--- src/hdl/tic_pkg.sv ---
// Shared types, constants and tables for the trigonometric interpolation core.
// No dependencies; every other file imports this package.
`timescale 1ns / 1ps
`default_nettype none

package tic_pkg;

    localparam int MAX_POINTS   = 64;
    localparam int PHASE_BITS   = 16;
    localparam int ADDR_W       = $clog2(MAX_POINTS);
    localparam int CNT_W        = $clog2(MAX_POINTS + 1);
    localparam int J_W          = 6;
    localparam int X_W          = 24;
    localparam int Y_W          = 32;
    localparam int COEF_W       = 48;
    localparam int MAG_W        = X_W + J_W;
    localparam int CORDIC_STEPS = 30;
    localparam int STEP_W       = $clog2(CORDIC_STEPS);
    localparam int Z_W          = 34;
    localparam int XY_W         = 34;
    localparam int TRIG_W       = 32;
    localparam int PROD_W       = Y_W + TRIG_W;
    localparam int RND_W        = PROD_W - 30;
    localparam int ACC_W        = 40;
    localparam int DIV_W        = 42;
    localparam int DVSR_W       = CNT_W + 8;
    localparam int DIV_CNT_W    = $clog2(DIV_W);
    localparam int QF_W         = PHASE_BITS - 2;
    localparam int TWOPI_W      = 33;
    localparam int ZP_W         = QF_W + TWOPI_W;

    localparam logic [TWOPI_W-1:0] TWO_PI_Q30 = 33'd6746518852;
    localparam logic [XY_W-1:0]    CORDIC_X0  = 34'd652032874;

    typedef enum logic [3:0] {
        OP_NONE,
        OP_WRITE,
        OP_CLEAR,
        OP_READ,
        OP_PROD,
        OP_MOD_GO,
        OP_PH_GO,
        OP_ANG,
        OP_ROT_GO,
        OP_MUL_C,
        OP_MUL_S,
        OP_ACC,
        OP_SCA_GO,
        OP_SCB_GO,
        OP_STORE_B
    } dp_op_t;

    typedef struct packed {
        dp_op_t            op;
        logic [J_W-1:0]    j;
        logic [ADDR_W-1:0] idx;
        logic [CNT_W-1:0]  n;
    } dp_cmd_t;

    typedef struct packed {
        logic div_done;
        logic rot_done;
    } dp_stat_t;

    typedef enum logic [4:0] {
        ST_LOAD,
        ST_START_J,
        ST_READ,
        ST_PROD,
        ST_MOD_GO,
        ST_MOD_WAIT,
        ST_PH_GO,
        ST_PH_WAIT,
        ST_ANG,
        ST_ROT_GO,
        ST_ROT_WAIT,
        ST_MUL_C,
        ST_MUL_S,
        ST_ACC,
        ST_SCA_GO,
        ST_SCA_WAIT,
        ST_SCB_GO,
        ST_SCB_WAIT,
        ST_STORE_B,
        ST_OUT
    } state_t;

    // Arctangent of 2^-i in Q.30 radians.
    function automatic logic [Z_W-1:0] atan_q30(input logic [STEP_W-1:0] step);
        logic [Z_W-1:0] v;
        case (step)
            5'd0:    v = 34'd843314856;
            5'd1:    v = 34'd497837829;
            5'd2:    v = 34'd263043836;
            5'd3:    v = 34'd133525158;
            5'd4:    v = 34'd67021686;
            5'd5:    v = 34'd33543515;
            5'd6:    v = 34'd16775850;
            5'd7:    v = 34'd8388437;
            5'd8:    v = 34'd4194282;
            5'd9:    v = 34'd2097149;
            5'd10:   v = 34'd1048575;
            5'd11:   v = 34'd524287;
            5'd12:   v = 34'd262143;
            5'd13:   v = 34'd131071;
            5'd14:   v = 34'd65535;
            5'd15:   v = 34'd32767;
            5'd16:   v = 34'd16383;
            5'd17:   v = 34'd8191;
            5'd18:   v = 34'd4095;
            5'd19:   v = 34'd2047;
            5'd20:   v = 34'd1023;
            5'd21:   v = 34'd511;
            5'd22:   v = 34'd255;
            5'd23:   v = 34'd127;
            5'd24:   v = 34'd63;
            5'd25:   v = 34'd31;
            5'd26:   v = 34'd16;
            5'd27:   v = 34'd8;
            5'd28:   v = 34'd4;
            5'd29:   v = 34'd2;
            default: v = '0;
        endcase
        return v;
    endfunction

endpackage

`default_nettype wire

--- src/hdl/tic_ctrl.sv ---
// Controller: point counting, harmonic and point loops, handshakes.
// Depends on tic_pkg.
`timescale 1ns / 1ps
`default_nettype none

module tic_ctrl
    import tic_pkg::*;
(
    input  wire logic        aclk,
    input  wire logic        aresetn,
    input  wire logic        s_valid,
    input  wire logic        s_last_point,
    output logic             s_ready,
    output logic             m_valid,
    input  wire logic        m_ready,
    output logic [J_W-1:0]   harmonic,
    output logic             last_result,
    output logic             overflow,
    output dp_cmd_t          cmd,
    input  wire dp_stat_t    stat
);

    state_t            state_reg, state_next;
    logic [CNT_W-1:0]  cnt_reg, cnt_next;
    logic              dropped_reg, dropped_next;
    logic [J_W-1:0]    j_reg, j_next;
    logic [ADDR_W-1:0] i_reg, i_next;
    logic              j_last;
    logic              i_last;

    assign j_last = j_reg == J_W'(cnt_reg >> 1);
    assign i_last = (CNT_W'(i_reg) + CNT_W'(1)) == cnt_reg;

    always_ff @(posedge aclk) begin
        if (!aresetn) begin
            state_reg   <= ST_LOAD;
            cnt_reg     <= '0;
            dropped_reg <= 1'b0;
            j_reg       <= '0;
            i_reg       <= '0;
        end else begin
            state_reg   <= state_next;
            cnt_reg     <= cnt_next;
            dropped_reg <= dropped_next;
            j_reg       <= j_next;
            i_reg       <= i_next;
        end
    end

    always_comb begin
        state_next   = state_reg;
        cnt_next     = cnt_reg;
        dropped_next = dropped_reg;
        j_next       = j_reg;
        i_next       = i_reg;
        cmd.op       = OP_NONE;
        cmd.j        = j_reg;
        cmd.idx      = i_reg;
        cmd.n        = cnt_reg;
        s_ready      = 1'b0;
        m_valid      = 1'b0;
        case (state_reg)
            ST_LOAD: begin
                s_ready = 1'b1;
                cmd.idx = cnt_reg[ADDR_W-1:0];
                if (s_valid) begin
                    if (cnt_reg < CNT_W'(MAX_POINTS)) begin
                        cmd.op   = OP_WRITE;
                        cnt_next = cnt_reg + CNT_W'(1);
                    end else begin
                        dropped_next = 1'b1;
                    end
                    if (s_last_point) begin
                        j_next     = '0;
                        state_next = ST_START_J;
                    end
                end
            end
            ST_START_J: begin
                cmd.op     = OP_CLEAR;
                i_next     = '0;
                state_next = ST_READ;
            end
            ST_READ: begin
                cmd.op     = OP_READ;
                state_next = ST_PROD;
            end
            ST_PROD: begin
                cmd.op     = OP_PROD;
                state_next = ST_MOD_GO;
            end
            ST_MOD_GO: begin
                cmd.op     = OP_MOD_GO;
                state_next = ST_MOD_WAIT;
            end
            ST_MOD_WAIT: begin
                if (stat.div_done) begin
                    state_next = ST_PH_GO;
                end
            end
            ST_PH_GO: begin
                cmd.op     = OP_PH_GO;
                state_next = ST_PH_WAIT;
            end
            ST_PH_WAIT: begin
                if (stat.div_done) begin
                    state_next = ST_ANG;
                end
            end
            ST_ANG: begin
                cmd.op     = OP_ANG;
                state_next = ST_ROT_GO;
            end
            ST_ROT_GO: begin
                cmd.op     = OP_ROT_GO;
                state_next = ST_ROT_WAIT;
            end
            ST_ROT_WAIT: begin
                if (stat.rot_done) begin
                    state_next = ST_MUL_C;
                end
            end
            ST_MUL_C: begin
                cmd.op     = OP_MUL_C;
                state_next = ST_MUL_S;
            end
            ST_MUL_S: begin
                cmd.op     = OP_MUL_S;
                state_next = ST_ACC;
            end
            ST_ACC: begin
                cmd.op = OP_ACC;
                if (i_last) begin
                    state_next = ST_SCA_GO;
                end else begin
                    i_next     = i_reg + ADDR_W'(1);
                    state_next = ST_READ;
                end
            end
            ST_SCA_GO: begin
                cmd.op     = OP_SCA_GO;
                state_next = ST_SCA_WAIT;
            end
            ST_SCA_WAIT: begin
                if (stat.div_done) begin
                    state_next = ST_SCB_GO;
                end
            end
            ST_SCB_GO: begin
                cmd.op     = OP_SCB_GO;
                state_next = ST_SCB_WAIT;
            end
            ST_SCB_WAIT: begin
                if (stat.div_done) begin
                    state_next = ST_STORE_B;
                end
            end
            ST_STORE_B: begin
                cmd.op     = OP_STORE_B;
                state_next = ST_OUT;
            end
            ST_OUT: begin
                m_valid = 1'b1;
                if (m_ready) begin
                    if (j_last) begin
                        cnt_next     = '0;
                        dropped_next = 1'b0;
                        state_next   = ST_LOAD;
                    end else begin
                        j_next     = j_reg + J_W'(1);
                        state_next = ST_START_J;
                    end
                end
            end
            default: begin
                state_next = ST_LOAD;
            end
        endcase
    end

    assign harmonic    = j_reg;
    assign last_result = j_last;
    assign overflow    = dropped_reg;

endmodule

`default_nettype wire

--- config.mk ---
export PLATFORM = sky130hd
export DESIGN_NAME = tic_ctrl
export DESIGN_NICKNAME = d
export VERILOG_FILES = /design/src/hdl/tic_pkg.sv /design/src/hdl/tic_ctrl.sv
export SDC_FILE = /design/constraint.sdc
export NUM_CORES = 1
export LEC_CHECK = 0
export BUFFER_PORTS_ARGS = -buffer_cell sky130_fd_sc_hd__buf_2
export CAP_MARGIN = 15
export CELL_PAD_IN_SITES_DETAIL_PLACEMENT = 2
export CELL_PAD_IN_SITES_GLOBAL_PLACEMENT = 2
export CORE_MARGIN = 4
export CORE_UTILIZATION = 30
export CTS_BUF_LIST = sky130_fd_sc_hd__clkbuf_16
export CTS_CLUSTER_DIAMETER = 200
export DETAILED_ROUTE_END_ITERATION = 12
export PLACE_DENSITY_LB_ADDON = 0.1
export SYNTH_ARGS = -nofsm -noshare
export SYNTH_HDL_FRONTEND = slang
export SYNTH_SLANG_ARGS = --single-unit
--- constraint.sdc ---
create_clock -name aclk -period 3.8 [get_ports aclk]
set_input_delay 0.76 -clock aclk [delete_from_list [all_inputs] [get_ports aclk]]
set_output_delay 0.76 -clock aclk [all_outputs]
set_load 0.03 [all_outputs]
== After elaboration in Yosys (flattened, before gate mapping) ==
Index checks and enable logic that the tools add are counted.
Storage, ports and cells
  word-level logic and storage cells: 86
  flip-flop bits (word level): 25
  output and inout port bits: 33
Operators by class
  magnitude comparators: 1
  $add $sub $neg: 4
  reductions and logical operators: 8
  muxes and demuxes: 34
  equal/unequal tests: 34
Operators by type and width (number)
  case mux 5 bit (20 select lines): 1
  case mux 4 bit (14 select lines): 1
  equality test 5 x 4 -> 1 bit (second input constant): 8
  2-to-1 mux 5 bit: 8
  2-to-1 mux 6 bit: 6
  2-to-1 mux 7 bit: 4
  inequality test 2 bit (second input constant): 13
  case mux 6 bit (2 select lines): 2
  equality test 5 x 3 -> 1 bit (second input constant): 4
  equality test 5 bit (second input constant): 4
  AND reduction 5 bit: 3
  case mux 7 bit (2 select lines): 1
  adder 6 x 1 -> 6 bit (second input constant): 2
  equality test 5 x 2 -> 1 bit (second input constant): 2
  2-to-1 mux 1 bit: 9
  AND reduction 8 bit: 1
  adder 6 x 1 -> 7 bit (second input constant): 1
  adder 7 x 1 -> 7 bit (second input constant): 1
  equality test 7 bit: 1
  < comparator 7 bit (second input constant): 1
  equality test 6 bit: 1
  equality test 5 x 1 -> 1 bit (second input constant): 1
  zero test 5 bit: 1
  2-to-1 mux 4 bit: 1
  other kinds (3): 4

== Longest topological paths before layout ==
Gate-level depths: netlist of run 1.
  depth in word-level cells: 4
  depth in mapped cells: 8
  depth with buffers taken out: 7

== Least setup slack after synthesis of run 1 ==
OpenSTA, ideal clock, no wires.
  kind: reg2out
  from: reg state_reg[2]
  to: out cmd[19] in the netlist's numbering
  stages on the path, launching flop included: 6
  arrival time: 1.745 ns
  data required time: 3.040 ns
  buffers on the path: 2
  setup slack: 1.295 ns
  path through: dfxtp_1 > buf_2 > buf_1 > xor2_1 > a32oi_1 > o21ai_0
RTL lines
  from (decl): RTL line tic_ctrl.sv:23  | state_t state_reg, state_next;
  from (signal assigned): RTL line tic_ctrl.sv:42  | state_reg <= state_next;
  to (decl): RTL line tic_ctrl.sv:19  | output dp_cmd_t cmd,

==> results of run 1 <==
## where the power goes
part | total, mW | switching, mW | internal (mW)
logic | 0.294 | 0.204 | 0.0900
clock network | 0.252 | 0.109 | 0.143
registers | 0.321 | 0.0484 | 0.273
total | 0.868 | 0.362 | 0.506
## worst register-to-register path, stage by stage, from the launching register on
cell                        delay [ns]
sky130_fd_sc_hd__dfxtp_1          0.77
sky130_fd_sc_hd__nor2b_1          0.34
sky130_fd_sc_hd__nand3_1          0.31
sky130_fd_sc_hd__nand4bb_1        0.54
sky130_fd_sc_hd__a21oi_1          0.30
sky130_fd_sc_hd__xnor2_1          0.15
sky130_fd_sc_hd__nor2_1           0.06
## worst max path at each step
stage	start	end	slack, ns	cells past startpoint
after floorplan	state_reg[2]$_SDFFE_PN0P_	cmd[19]	1.29	5
after global routing	state_reg[0]$_SDFFE_PN0P_	cmd[21]	0.81	6
after detailed placement	state_reg[0]$_SDFFE_PN0P_	cnt_reg[3]$_SDFFE_PN0P_	1.21	6
after CTS	state_reg[0]$_SDFFE_PN0P_	cmd[21]	0.96	6
final	state_reg[0]$_SDFFE_PN0P_	cmd[21]	0.94	6
after global placement	state_reg[0]$_SDFFE_PN0P_	cmd[21]	1.31	6
## through the flow
stage / instances / hold slack [ns] / instance area [um^2] / utilization (%) / power [mW]
global route: 354 / 0.580 / 2150 / 35.5 / 0.924
detailed placement: 350 / 0.524 / 2070 / 34.1 / 0.623
CTS: 354 / 0.537 / 2150 / 35.5 / 0.881
global placement: 350 / 0.504 / 2070 / 34.1 / 0.621
finish: 354 / 0.539 / 2150 / 35.5 / 0.868
floorplan: 260 / 0.492 / 1920 / - / 0.548
## cells in the final DEF, fill, tap and decap left out, drive strengths merged, types with 2 or more instances in the layout
cell type,instances
ha,3
and2,2
a41o,2
nor3,6
o21ai,11
clkbuf,3
xnor2,8
nand2,42
nand2b,4
o2111ai,3
a31oi,2
nor4,5
nor2b,9
a21oi,14
nand3,10
a32oi,2
nand4,6
buf,39
inv,8
nor2,24
nor3b,3
dfxtp,25
a211oi,2
mux2i,3
or2,2
o22ai,3
xor2,15
o211ai,4
## kinds of logic after synthesis
kind of cell / after synthesis / synth area share [%]
adders and majority gates: 3 / 1.96
DFF: 25 / 26.1
xor gates and xnor gates: 23 / 10.5
and+or+nand+nor: 121 / 31.9
AOI/OAI and AO/OA: 52 / 18.9
buffers and inverters: 33 / 9.06
muxes: 3 / 1.56
## per-layer routing
metal | vias up | wire (um)
met3 | 2 | 207
li1 | 940 | -
met1 | 936 | 2990
met2 | 27 | 2800
met4 | 0 | 29
met5 | - | 0
## layout make-up
type                       instances  area (um^2)  area share [%]
sequential                        25          500            23.3
inverter                           9         33.8            1.57
clock buffer                       3         75.1            3.49
timing repair buffer              39          195            9.08
clock inverter                     1         7.51           0.349
tap                               75         93.8            4.36
multi-input combinational        202         1240            57.9
==> impl_results.rst, run 1 <==
.. list-table::
   :header-rows: 1

   * - Metric
     - Value
   * - Fin crit share
     - around 75%
   * - Hold Path Stages
     - 2
   * - Largest vdd supply drop
     - 0.183 mV
   * - Top cell types by occurrence after synthesis
     - sky130_fd_sc_hd__nand2_1, sky130_fd_sc_hd__dfxtp_1, sky130_fd_sc_hd__nor2_1
   * - Arrival time of data at the critical path endpoint
     - between 2 and 2.5 ns
   * - Maximum number of pins on one net before global-route repair
     - 23
   * - Core Region
     - about 6100 um^2
   * - Number of clock sinks seen by CTS
     - 25
   * - Clock Skews
     - 0.00666 ns
   * - Area share of the largest cell type after synthesis
     - between 20% and 30%
   * - Power per cell area
     - 404 nW/um^2
   * - Detail Placement HPWL
     - 4.51 mm
   * - Worst endpoint required time
     - 3.04 ns
   * - Standard-cell row count
     - 28
   * - Syn Area/Cell
     - between 7 and 8 um^2
   * - Post-detailed-route DRC marker count
     - 0
   * - Series of cell instances along the critical path
     - nor2b_1, inv_1, mux2i_1, a21oi_1, o22ai_1, buf_2
   * - Period minus WS final
     - 2.86 ns
   * - Tightest Pin Transition
     - roughly 0.7 ns
   * - Routability cong.
     - approximately 0.77
   * - CTS tree
     - yes
   * - Final Hold Fails
     - 0
   * - Most instantiated flip-flop cell in the synthesis netlist
     - sky130_fd_sc_hd__dfxtp_1
   * - Slack of the worst reg-to-reg path
     - roughly 1.2 ns
   * - Vias per cell
     - ~5.4
   * - Area of the mapped netlist
     - 1920 um^2
   * - Worst hold-check path type
     - flop to flop
   * - Worst reg2reg path depth
     - 6
   * - Number of nets still failing antenna checks after routing
     - 0
   * - Top area cells in the synthesized netlist
     - sky130_fd_sc_hd__dfxtp_1, sky130_fd_sc_hd__nand2_1, sky130_fd_sc_hd__xor2_1
   * - Average detailed-routed wire length per instance
     - 17.0 um
   * - M1 GR Usage
     - 22.7%
   * - Maximum clock frequency
     - about 350 MHz
   * - Share of synthesized flip-flops with an asynchronous set or reset
     - 0%
   * - Critical path buffers and inverters
     - 2
   * - Number of max-slew violations in the final report
     - 0
   * - Total CTS buffers
     - 3
   * - Post-synthesis net count
     - 270
   * - Final setup vio count
     - 0
   * - Bufs on Longest Clock Path
     - 2
   * - Critical-path cell with the highest stage delay
     - sky130_fd_sc_hd__dfxtp_1
   * - Width of the chip
     - around 88 um
   * - Crit path launch type
     - flop
   * - Number of hold buffers added after CTS
     - 0
   * - Number of enable-type register cells in the synthesized netlist
     - 0
   * - Buffer cell driving the clock tree root
     - sky130_fd_sc_hd__clkbuf_16
   * - R2R Path End
     - cnt_reg[3]$_SDFFE_PN0P_
   * - Y dimension of the die
     - 88.0 um
   * - Synthesized instance count
     - 260
   * - PostCTS Resize Cnt
     - 0
   * - RR Startpoint
     - state_reg[0]$_SDFFE_PN0P_
   * - Setup repair after global routing missed its margin
     - no
   * - Routing usage on met3
     - between 2 and 2.5%
   * - Biggest cell delay along the critical path
     - 0.77 ns
   * - Number of H-tree levels
     - 1
   * - Post CTS Setup Buffer Count
     - 0
   * - First-pass GRT wire length
     - around 10 mm
   * - Critical path endpoint category
     - output pin
   * - CTS clock-pin slew for the worst setup and hold paths
     - about 0.070 ns
   * - Total Die Area
     - 7740 um^2
   * - Effective utilization at floorplan
     - 31.7%
   * - Initial antenna violation count
     - 0
   * - Number of distinct library cell variants in the gate-level netlist after synthesis
     - 57
   * - End point of the worst hold path
     - i_reg[1]$_SDFFE_PN0P_
   * - Worst slew slack as a fraction of its limit
     - 53.4%
   * - Max_cap viols
     - 0
   * - Critical path fanouts, max
     - 22
   * - Min-Delay Startpoint
     - i_reg[1]$_SDFFE_PN0P_
   * - Max reg flops
     - 7
   * - Count of vias placed by the detailed router
     - approximately 1900
   * - Setup TNS
     - 0 ns
   * - Reported leakage power
     - 0.932 nW
   * - Total routing usage reported by global routing
     - between 10% and 20%
   * - First-pass iteration count of the detailed router
     - 4
   * - Worst Setup Path Type
     - flop to output pin
   * - Number of DRC violations after detailed-routing iteration 0
     - 45
   * - Part of the Yosys area used for sequential elements
     - 26.1%
   * - Port Buffers
     - 39
   * - Net count reported at finish
     - just under 300
   * - Routed wire length
     - ~6.0 mm
   * - Aggregate global routing overflow
     - 0
   * - Post-synthesis cell type with the largest combined area
     - sky130_fd_sc_hd__dfxtp_1
   * - Most common cell in the synthesized netlist
     - sky130_fd_sc_hd__nand2_1
   * - Boundary Pins
     - 40
   * - Met2 capacity usage during global routing
     - a little over a quarter
   * - Post-Place Setup Slack
     - approximately 1.2 ns
   * - Growth of design area from synthesis to finish
     - 12.1%
   * - Filler cell count
     - 733
   * - Top Family by Delay on Critical Path
     - flip-flops
   * - Number of warnings printed during yosys synthesis
     - 0
   * - Final WS setup
     - approximately 0.94 ns
   * - Number of antenna cells inserted
     - 0
   * - Layout cell share with drive strength beyond 1
     - 19.4%
   * - Outcome
     - finished clean
   * - Busiest metal layer after global routing
     - met2
   * - Clock network latency to the later pin of the worst-skew pair
     - 0.27 ns
   * - Number of storage elements in the synthesis netlist
     - 25
   * - Number of global-route vias before repair
     - around 1900
No activity file was read; power rests on OpenSTA's default activity.
==> inputs of run 2 (changes only) <==
--- a/config.mk
+++ b/config.mk
@@ -10,7 +10,7 @@
 export CELL_PAD_IN_SITES_DETAIL_PLACEMENT = 2
 export CELL_PAD_IN_SITES_GLOBAL_PLACEMENT = 2
 export CORE_MARGIN = 4
-export CORE_UTILIZATION = 30
+export CORE_UTILIZATION = 28
 export CTS_BUF_LIST = sky130_fd_sc_hd__clkbuf_16
 export CTS_CLUSTER_DIAMETER = 200
 export DETAILED_ROUTE_END_ITERATION = 12
==> constraint.sdc (replaced) <==
create_clock -name aclk -period 2.6 [get_ports aclk]
set_input_delay 0.52 -clock aclk [delete_from_list [all_inputs] [get_ports aclk]]
set_output_delay 0.52 -clock aclk [all_outputs]
set_load 0.03 [all_outputs]
==> impl_results.rst, run 2 (synthesis results as in run 1) <==
.. list-table::
   :header-rows: 1

   * - Metric
     - Value
   * - Top Family by Delay on Critical Path
     - buffers and inverters
   * - Commonest non-fill, non-tap cell in the layout
     - sky130_fd_sc_hd__nand2_1
   * - RR Startpoint
     - i_reg[1]$_SDFFE_PN0P_
   * - CTS clock-pin slew for the worst setup and hold paths
     - approximately 0.07 ns
   * - Total CTS buffers
     - 3
   * - Worst endpoint required time
     - ~2.1 ns
   * - CTS tree
     - yes
   * - End point of the worst hold path
     - overflow$_SDFFE_PN0P_
   * - Hold Path Stages
     - 2
   * - Number of antenna cells inserted
     - 0
   * - Max_cap viols
     - 0
   * - Total routing usage reported by global routing
     - between 15 and 20%
   * - Cell area after placement
     - roughly 2200 um^2
   * - Number of nets still failing antenna checks after routing
     - 0
   * - Final Hold Fails
     - 0
   * - Worst Setup Path Type
     - flop to output pin
   * - Total Die Area
     - 8240 um^2
   * - Critical path fanouts, max
     - 11
   * - Average detailed-routed wire length per instance
     - 17.4 um
   * - Maximum clock frequency
     - between 400 and 500 MHz
   * - Routability cong.
     - ~0.74
   * - Fin util
     - roughly 35%
   * - Count of vias placed by the detailed router
     - ~2000
   * - Post CTS Setup Buffer Count
     - 0
   * - Setup TNS
     - 0 ns
   * - Clock Skews
     - approximately 0.0019 ns
   * - First-pass iteration count of the detailed router
     - 4
   * - Clock network latency to the later pin of the worst-skew pair
     - ~0.26 ns
   * - Initial antenna violation count
     - 0
   * - Number of clock sinks seen by CTS
     - 25
   * - Layout cell share with drive strength beyond 1
     - between 20% and 30%
   * - Number of hold buffers added after CTS
     - 0
   * - Standard-cell row count
     - 29
   * - Period minus WS final
     - 2.35 ns
   * - Arrival time of data at the critical path endpoint
     - between 1.5 and 2 ns
   * - Buffer cell driving the clock tree root
     - sky130_fd_sc_hd__clkbuf_16
   * - Maximum number of pins on one net before global-route repair
     - 18
   * - R2R Path End
     - i_reg[3]$_SDFFE_PN0P_
   * - Biggest cell delay along the critical path
     - 0.44 ns
   * - Number of max-slew violations in the final report
     - 0
   * - Bufs on Longest Clock Path
     - 2
   * - Worst reg2reg path depth
     - 7
   * - Min-Delay Startpoint
     - overflow$_SDFFE_PN0P_
   * - Vias per cell
     - ~5.3
   * - Width of the chip
     - a little over 90 um
   * - Effective utilization at floorplan
     - between 20% and 30%
   * - Worst slew slack as a fraction of its limit
     - 65.0%
   * - Final Instance Area
     - 2250 um^2
   * - Largest vdd supply drop
     - 0.215 mV
   * - Setup repair after global routing missed its margin
     - no
   * - Power per cell area
     - approximately 580 nW/um^2
   * - Slack of the worst reg-to-reg path
     - between 0.3 and 0.4 ns
   * - Boundary Pins
     - 40
   * - Highest-count cells in the layout ignoring fill and taps
     - sky130_fd_sc_hd__nand2_1, sky130_fd_sc_hd__buf_2, sky130_fd_sc_hd__dfxtp_1
   * - PostCTS Resize Cnt
     - 0
   * - Series of cell instances along the critical path
     - buf_4, nor3_1, a21oi_1, o32ai_1, buf_2
   * - Detail Placement HPWL
     - 4.81 mm
   * - Routed wire length
     - 6.41 mm
   * - Number of DRC violations after detailed-routing iteration 0
     - between 40 and 50
   * - Crit path launch type
     - flop
   * - Filler cell count
     - slightly above 800
   * - Critical path buffers and inverters
     - 2
   * - Reported leakage power
     - 1.00 nW
   * - Critical path endpoint category
     - output pin
   * - Final setup vio count
     - 0
   * - Aggregate global routing overflow
     - 0
   * - Y dimension of the die
     - roughly 91 um
   * - Max reg flops
     - 7
   * - Port Buffers
     - 39
   * - Hold Slack
     - between 0.5 and 0.6 ns
   * - Tightest Pin Transition
     - slightly above 0.5 ns
   * - Worst hold-check path type
     - flop to flop
   * - First-pass GRT wire length
     - approximately 11 mm
   * - Outcome
     - finished clean
   * - Critical-path cell with the highest stage delay
     - sky130_fd_sc_hd__dfxtp_1
   * - Net count reported at finish
     - ~300
   * - Growth of design area from synthesis to finish
     - 17.0%
   * - Number of H-tree levels
     - 1
   * - Number of global-route vias before repair
     - 2100
   * - Core Region
     - about 6500 um^2
   * - Fin crit share
     - approximately nine tenths
   * - Post-detailed-route DRC marker count
     - 0
==> run 2: cell count changes in the layout (fill, tap and decap cells not counted) <==
cell / change
sky130_fd_sc_hd__buf_4: +12
sky130_fd_sc_hd__clkinv_2: +1
sky130_fd_sc_hd__clkinvlp_4: -1
sky130_fd_sc_hd__nor3_1: -1
sky130_fd_sc_hd__nor3_2: +1
==> run 2: cell type report <==
class,count,area (um^2),share of cell area (%)
Inverter,9,33.8,1.50
Sequential cell,25,500,22.3
Multi-Input combinational cell,202,1250,55.7
Clock inverter,1,5.00,0.223
Tap cell,77,96.3,4.29
Clock buffer,3,75.1,3.34
Timing Repair Buffer,51,285,12.7
==> run 2: tightest hold or removal path, cell delays in order (launching register included) <==
cell and delay (ns):
sky130_fd_sc_hd__dfxtp_1 0.34, sky130_fd_sc_hd__a32oi_1 0.06, sky130_fd_sc_hd__nor2_1 0.08
==> run 2: per-stage QoR <==
stage / setup slack, ns / power, mW / instances
floorplan: 0.335 / 0.802 / 260
global placement: 0.473 / 0.945 / 364
detailed placement: 0.409 / 0.947 / 364
CTS: 0.177 / 1.32 / 368
global route: 0.0855 / 1.40 / 368
finish: 0.249 / 1.30 / 368
==> run 2: power by group <==
group          internal, mW  total, mW  switching, mW  leakage [nW]
combinational         0.156      0.502          0.347         0.757
sequential            0.399      0.438         0.0387         0.202
clock                 0.208      0.362          0.154        0.0409
total                 0.763       1.30          0.540          1.00
==> run 2: per-layer routing <==
layer	routed length (um)	track usage, %
met2	3010	27.2
met1	3180	21.8
met3	153	2.00
met5	0	0
met4	62	3.64
==> run 2: worst max path at each step <==
stage                                          from                    end  cells after the start  slack (ns)
after floorplan           state_reg[2]$_SDFFE_PN0P_                cmd[19]                      5        0.33
after global placement    state_reg[1]$_SDFFE_PN0P_                 cmd[8]                      6        0.47
after detailed placement      i_reg[1]$_SDFFE_PN0P_  i_reg[3]$_SDFFE_PN0P_                      7        0.41
after CTS                 state_reg[1]$_SDFFE_PN0P_                 cmd[8]                      6        0.18
after global routing      state_reg[1]$_SDFFE_PN0P_                 cmd[8]                      6        0.09
final                     state_reg[2]$_SDFFE_PN0P_                cmd[20]                      5        0.25
==> inputs of run 3 (changes only) <==
--- a/config.mk
+++ b/config.mk
@@ -9,11 +9,11 @@
 export CAP_MARGIN = 15
 export CELL_PAD_IN_SITES_DETAIL_PLACEMENT = 2
 export CELL_PAD_IN_SITES_GLOBAL_PLACEMENT = 2
-export CORE_MARGIN = 4
 export CORE_UTILIZATION = 28
 export CTS_BUF_LIST = sky130_fd_sc_hd__clkbuf_16
 export CTS_CLUSTER_DIAMETER = 200
 export DETAILED_ROUTE_END_ITERATION = 12
+export HOLD_SLACK_MARGIN = 0.02
 export PLACE_DENSITY_LB_ADDON = 0.1
 export SYNTH_ARGS = -nofsm -noshare
 export SYNTH_HDL_FRONTEND = slang
==> impl_results.rst, run 3 (synthesis results as in run 1) <==
.. list-table::
   :header-rows: 1

   * - Metric
     - Value
   * - Maximum number of pins on one net before global-route repair
     - 22
   * - End point of the worst hold path
     - overflow$_SDFFE_PN0P_
   * - Filler cell count
     - ~800
   * - Vias per cell
     - ~5.3
   * - Total CTS buffers
     - 3
   * - Max reg flops
     - 7
   * - Clock network latency to the later pin of the worst-skew pair
     - 0.26 ns
   * - Setup TNS
     - 0 ns
   * - Aggregate global routing overflow
     - 0
   * - Port Buffers
     - 39
   * - Critical path fanouts, max
     - 16
   * - Maximum clock frequency
     - between 400 and 500 MHz
   * - Commonest non-fill, non-tap cell in the layout
     - sky130_fd_sc_hd__nand2_1
   * - Tightest Pin Transition
     - roughly 0.59 ns
   * - Number of clock sinks seen by CTS
     - 25
   * - Count of vias placed by the detailed router
     - 1986
   * - Bufs on Longest Clock Path
     - 2
   * - Switch share
     - about two fifths
   * - Part of the total power dissipated in the clock network
     - 27.5%
   * - Switching power
     - 542 uW
   * - Number of global-route vias before repair
     - around 2100
   * - R2R Path End
     - state_reg[4]$_SDFFE_PN0P_
   * - Hold Path Stages
     - 2
   * - Critical path endpoint category
     - output pin
   * - Clock Skews
     - 0.00160 ns
   * - Buffer cell driving the clock tree root
     - sky130_fd_sc_hd__clkbuf_16
   * - Final setup vio count
     - 0
   * - First-pass iteration count of the detailed router
     - 8
   * - Slack of the worst reg-to-reg path
     - roughly 0.46 ns
   * - Number of DRC violations after detailed-routing iteration 0
     - 39
   * - Seq pwr share
     - 32.1%
   * - Reported leakage power
     - between 1 and 1.5 nW
   * - Power share of the combinational group
     - between 40% and 50%
   * - Total Die Area
     - 7190 um^2
   * - Worst Setup Path Type
     - flop to output pin
   * - Standard-cell row count
     - 29
   * - Routability cong.
     - 0.727
   * - Core Region
     - 6490 um^2
   * - Width of the chip
     - ~85 um
   * - Worst hold-check path type
     - flop to flop
   * - Effective utilization at floorplan
     - 29.6%
   * - Worst endpoint required time
     - 2.08 ns
   * - Arrival time of data at the critical path endpoint
     - roughly 1.9 ns
   * - CTS tree
     - yes
   * - Post-Place Setup Slack
     - 0.432 ns
   * - Total routing usage reported by global routing
     - a little under 20%
   * - Post-detailed-route DRC marker count
     - 3
   * - Internal cell power
     - ~770 uW
   * - Layout cell share with drive strength beyond 1
     - around 24%
   * - Outcome
     - finished, violations left
   * - Routed wire length
     - ~6.4 mm
   * - Y dimension of the die
     - ~85 um
   * - Worst reg2reg path depth
     - 6
   * - Crit. Startpoint
     - state_reg[2]$_SDFFE_PN0P_
   * - Detail Placement HPWL
     - roughly 4.9 mm
   * - CTS clock-pin slew for the worst setup and hold paths
     - ~0.070 ns
   * - First-pass GRT wire length
     - between 10 and 15 mm
   * - Boundary Pins
     - 40
   * - Largest vdd supply drop
     - around 0.24 mV
   * - Number of H-tree levels
     - 1
   * - Crit path launch type
     - flop
   * - Register cell area after layout
     - about 500 um^2
   * - Number of antenna cells inserted
     - 0
   * - Growth of design area from synthesis to finish
     - 19.1%
   * - Period minus WS final
     - roughly 2.4 ns
   * - Number of nets still failing antenna checks after routing
     - 0
   * - Final Hold Fails
     - 0
   * - Violated checks
     - design-rule violations
   * - Highest-count cells in the layout ignoring fill and taps
     - sky130_fd_sc_hd__nand2_1, sky130_fd_sc_hd__buf_2, sky130_fd_sc_hd__dfxtp_1
   * - Min-Delay Startpoint
     - overflow$_SDFFE_PN0P_
   * - Fin crit share
     - between 90% and 100%
   * - Average detailed-routed wire length per instance
     - between 15 and 20 um
   * - Power per cell area
     - 576 nW/um^2
   * - Max_cap viols
     - 0
   * - Combined area of the multi-input logic cells
     - about 1200 um^2
   * - Initial antenna violation count
     - 0
   * - Number of max-slew violations in the final report
     - 0
   * - Setup repair after global routing missed its margin
     - no
   * - Net count reported at finish
     - 307
   * - Worst slew slack as a fraction of its limit
     - between 60% and 70%
   * - Final WS setup
     - roughly 0.21 ns
   * - RR Startpoint
     - state_reg[2]$_SDFFE_PN0P_
## run 3: worst max-delay path by stage
| stage | endpoint | cells past startpoint |
|---|---|---|
| finish | cmd[21] | 5 |
| global route | cmd[8] | 6 |
| CTS | cmd[8] | 6 |
| detailed placement | cmd[8] | 6 |
| global placement | cmd[8] | 6 |
| floorplan | cmd[19] | 5 |
## run 3: routing by layer
layer  track usage [%]  part of all wire (%)
met1              26.2                    49
met2              33.3                    48
met3              2.36                   2.7
met4              3.24                  0.57
met5                 0                     0
## run 3: power by group through the flow
| stage | sequential, mW | clock (mW) | combinational, mW |
|---|---|---|---|
| 4_1_cts | 0.423 | 0.373 | 0.536 |
| 5_1_grt | 0.426 | 0.384 | 0.590 |
| 2_1_floorplan | 0.434 | 0 | 0.368 |
| 3_3_place_gp | 0.431 | 0 | 0.522 |
| 3_5_place_dp | 0.432 | 0 | 0.533 |
| 6_report | 0.423 | 0.362 | 0.532 |
## run 3: timing repair
action                                  CTS  global route
resized for setup                         0             1
hold buffers                              0             0
setup buffers                             0             0
endpoints found under the setup margin    0             6
## run 3: through the flow
| step | cells | util [%] | area (um^2) | power [mW] | hold WS (ns) |
|---|---|---|---|---|---|
| 3_5_place_dp | 369 | 33.8 | 2200 | 0.965 | 0.491 |
| 3_3_place_gp | 369 | 33.8 | 2200 | 0.953 | 0.493 |
| 6_report | 373 | 35.2 | 2290 | 1.32 | 0.515 |
| 5_1_grt | 373 | 35.2 | 2290 | 1.40 | 0.566 |
| 4_1_cts | 373 | 35.1 | 2280 | 1.33 | 0.515 |
| 2_1_floorplan | 260 | - | 1920 | 0.802 | 0.492 |
## run 3: area by class of cell
cell class | instances | area share [%]
multi-input cells | 202 | 54.7
flip-flops and latches | 25 | 21.9
repair buffers | 56 | 14.1
well taps | 77 | 4.21
clock buffers | 3 | 3.28
inverters | 9 | 1.48
clock inverters | 1 | 0.328
## run 3: worst max-delay path, stage by stage, from the launching register on
cell and delay, ns:
sky130_fd_sc_hd__dfxtp_1 0.70, sky130_fd_sc_hd__buf_4 0.26, sky130_fd_sc_hd__mux2i_1 0.21, sky130_fd_sc_hd__a21oi_1 0.09, sky130_fd_sc_hd__o22ai_1 0.13, sky130_fd_sc_hd__buf_2 0.22
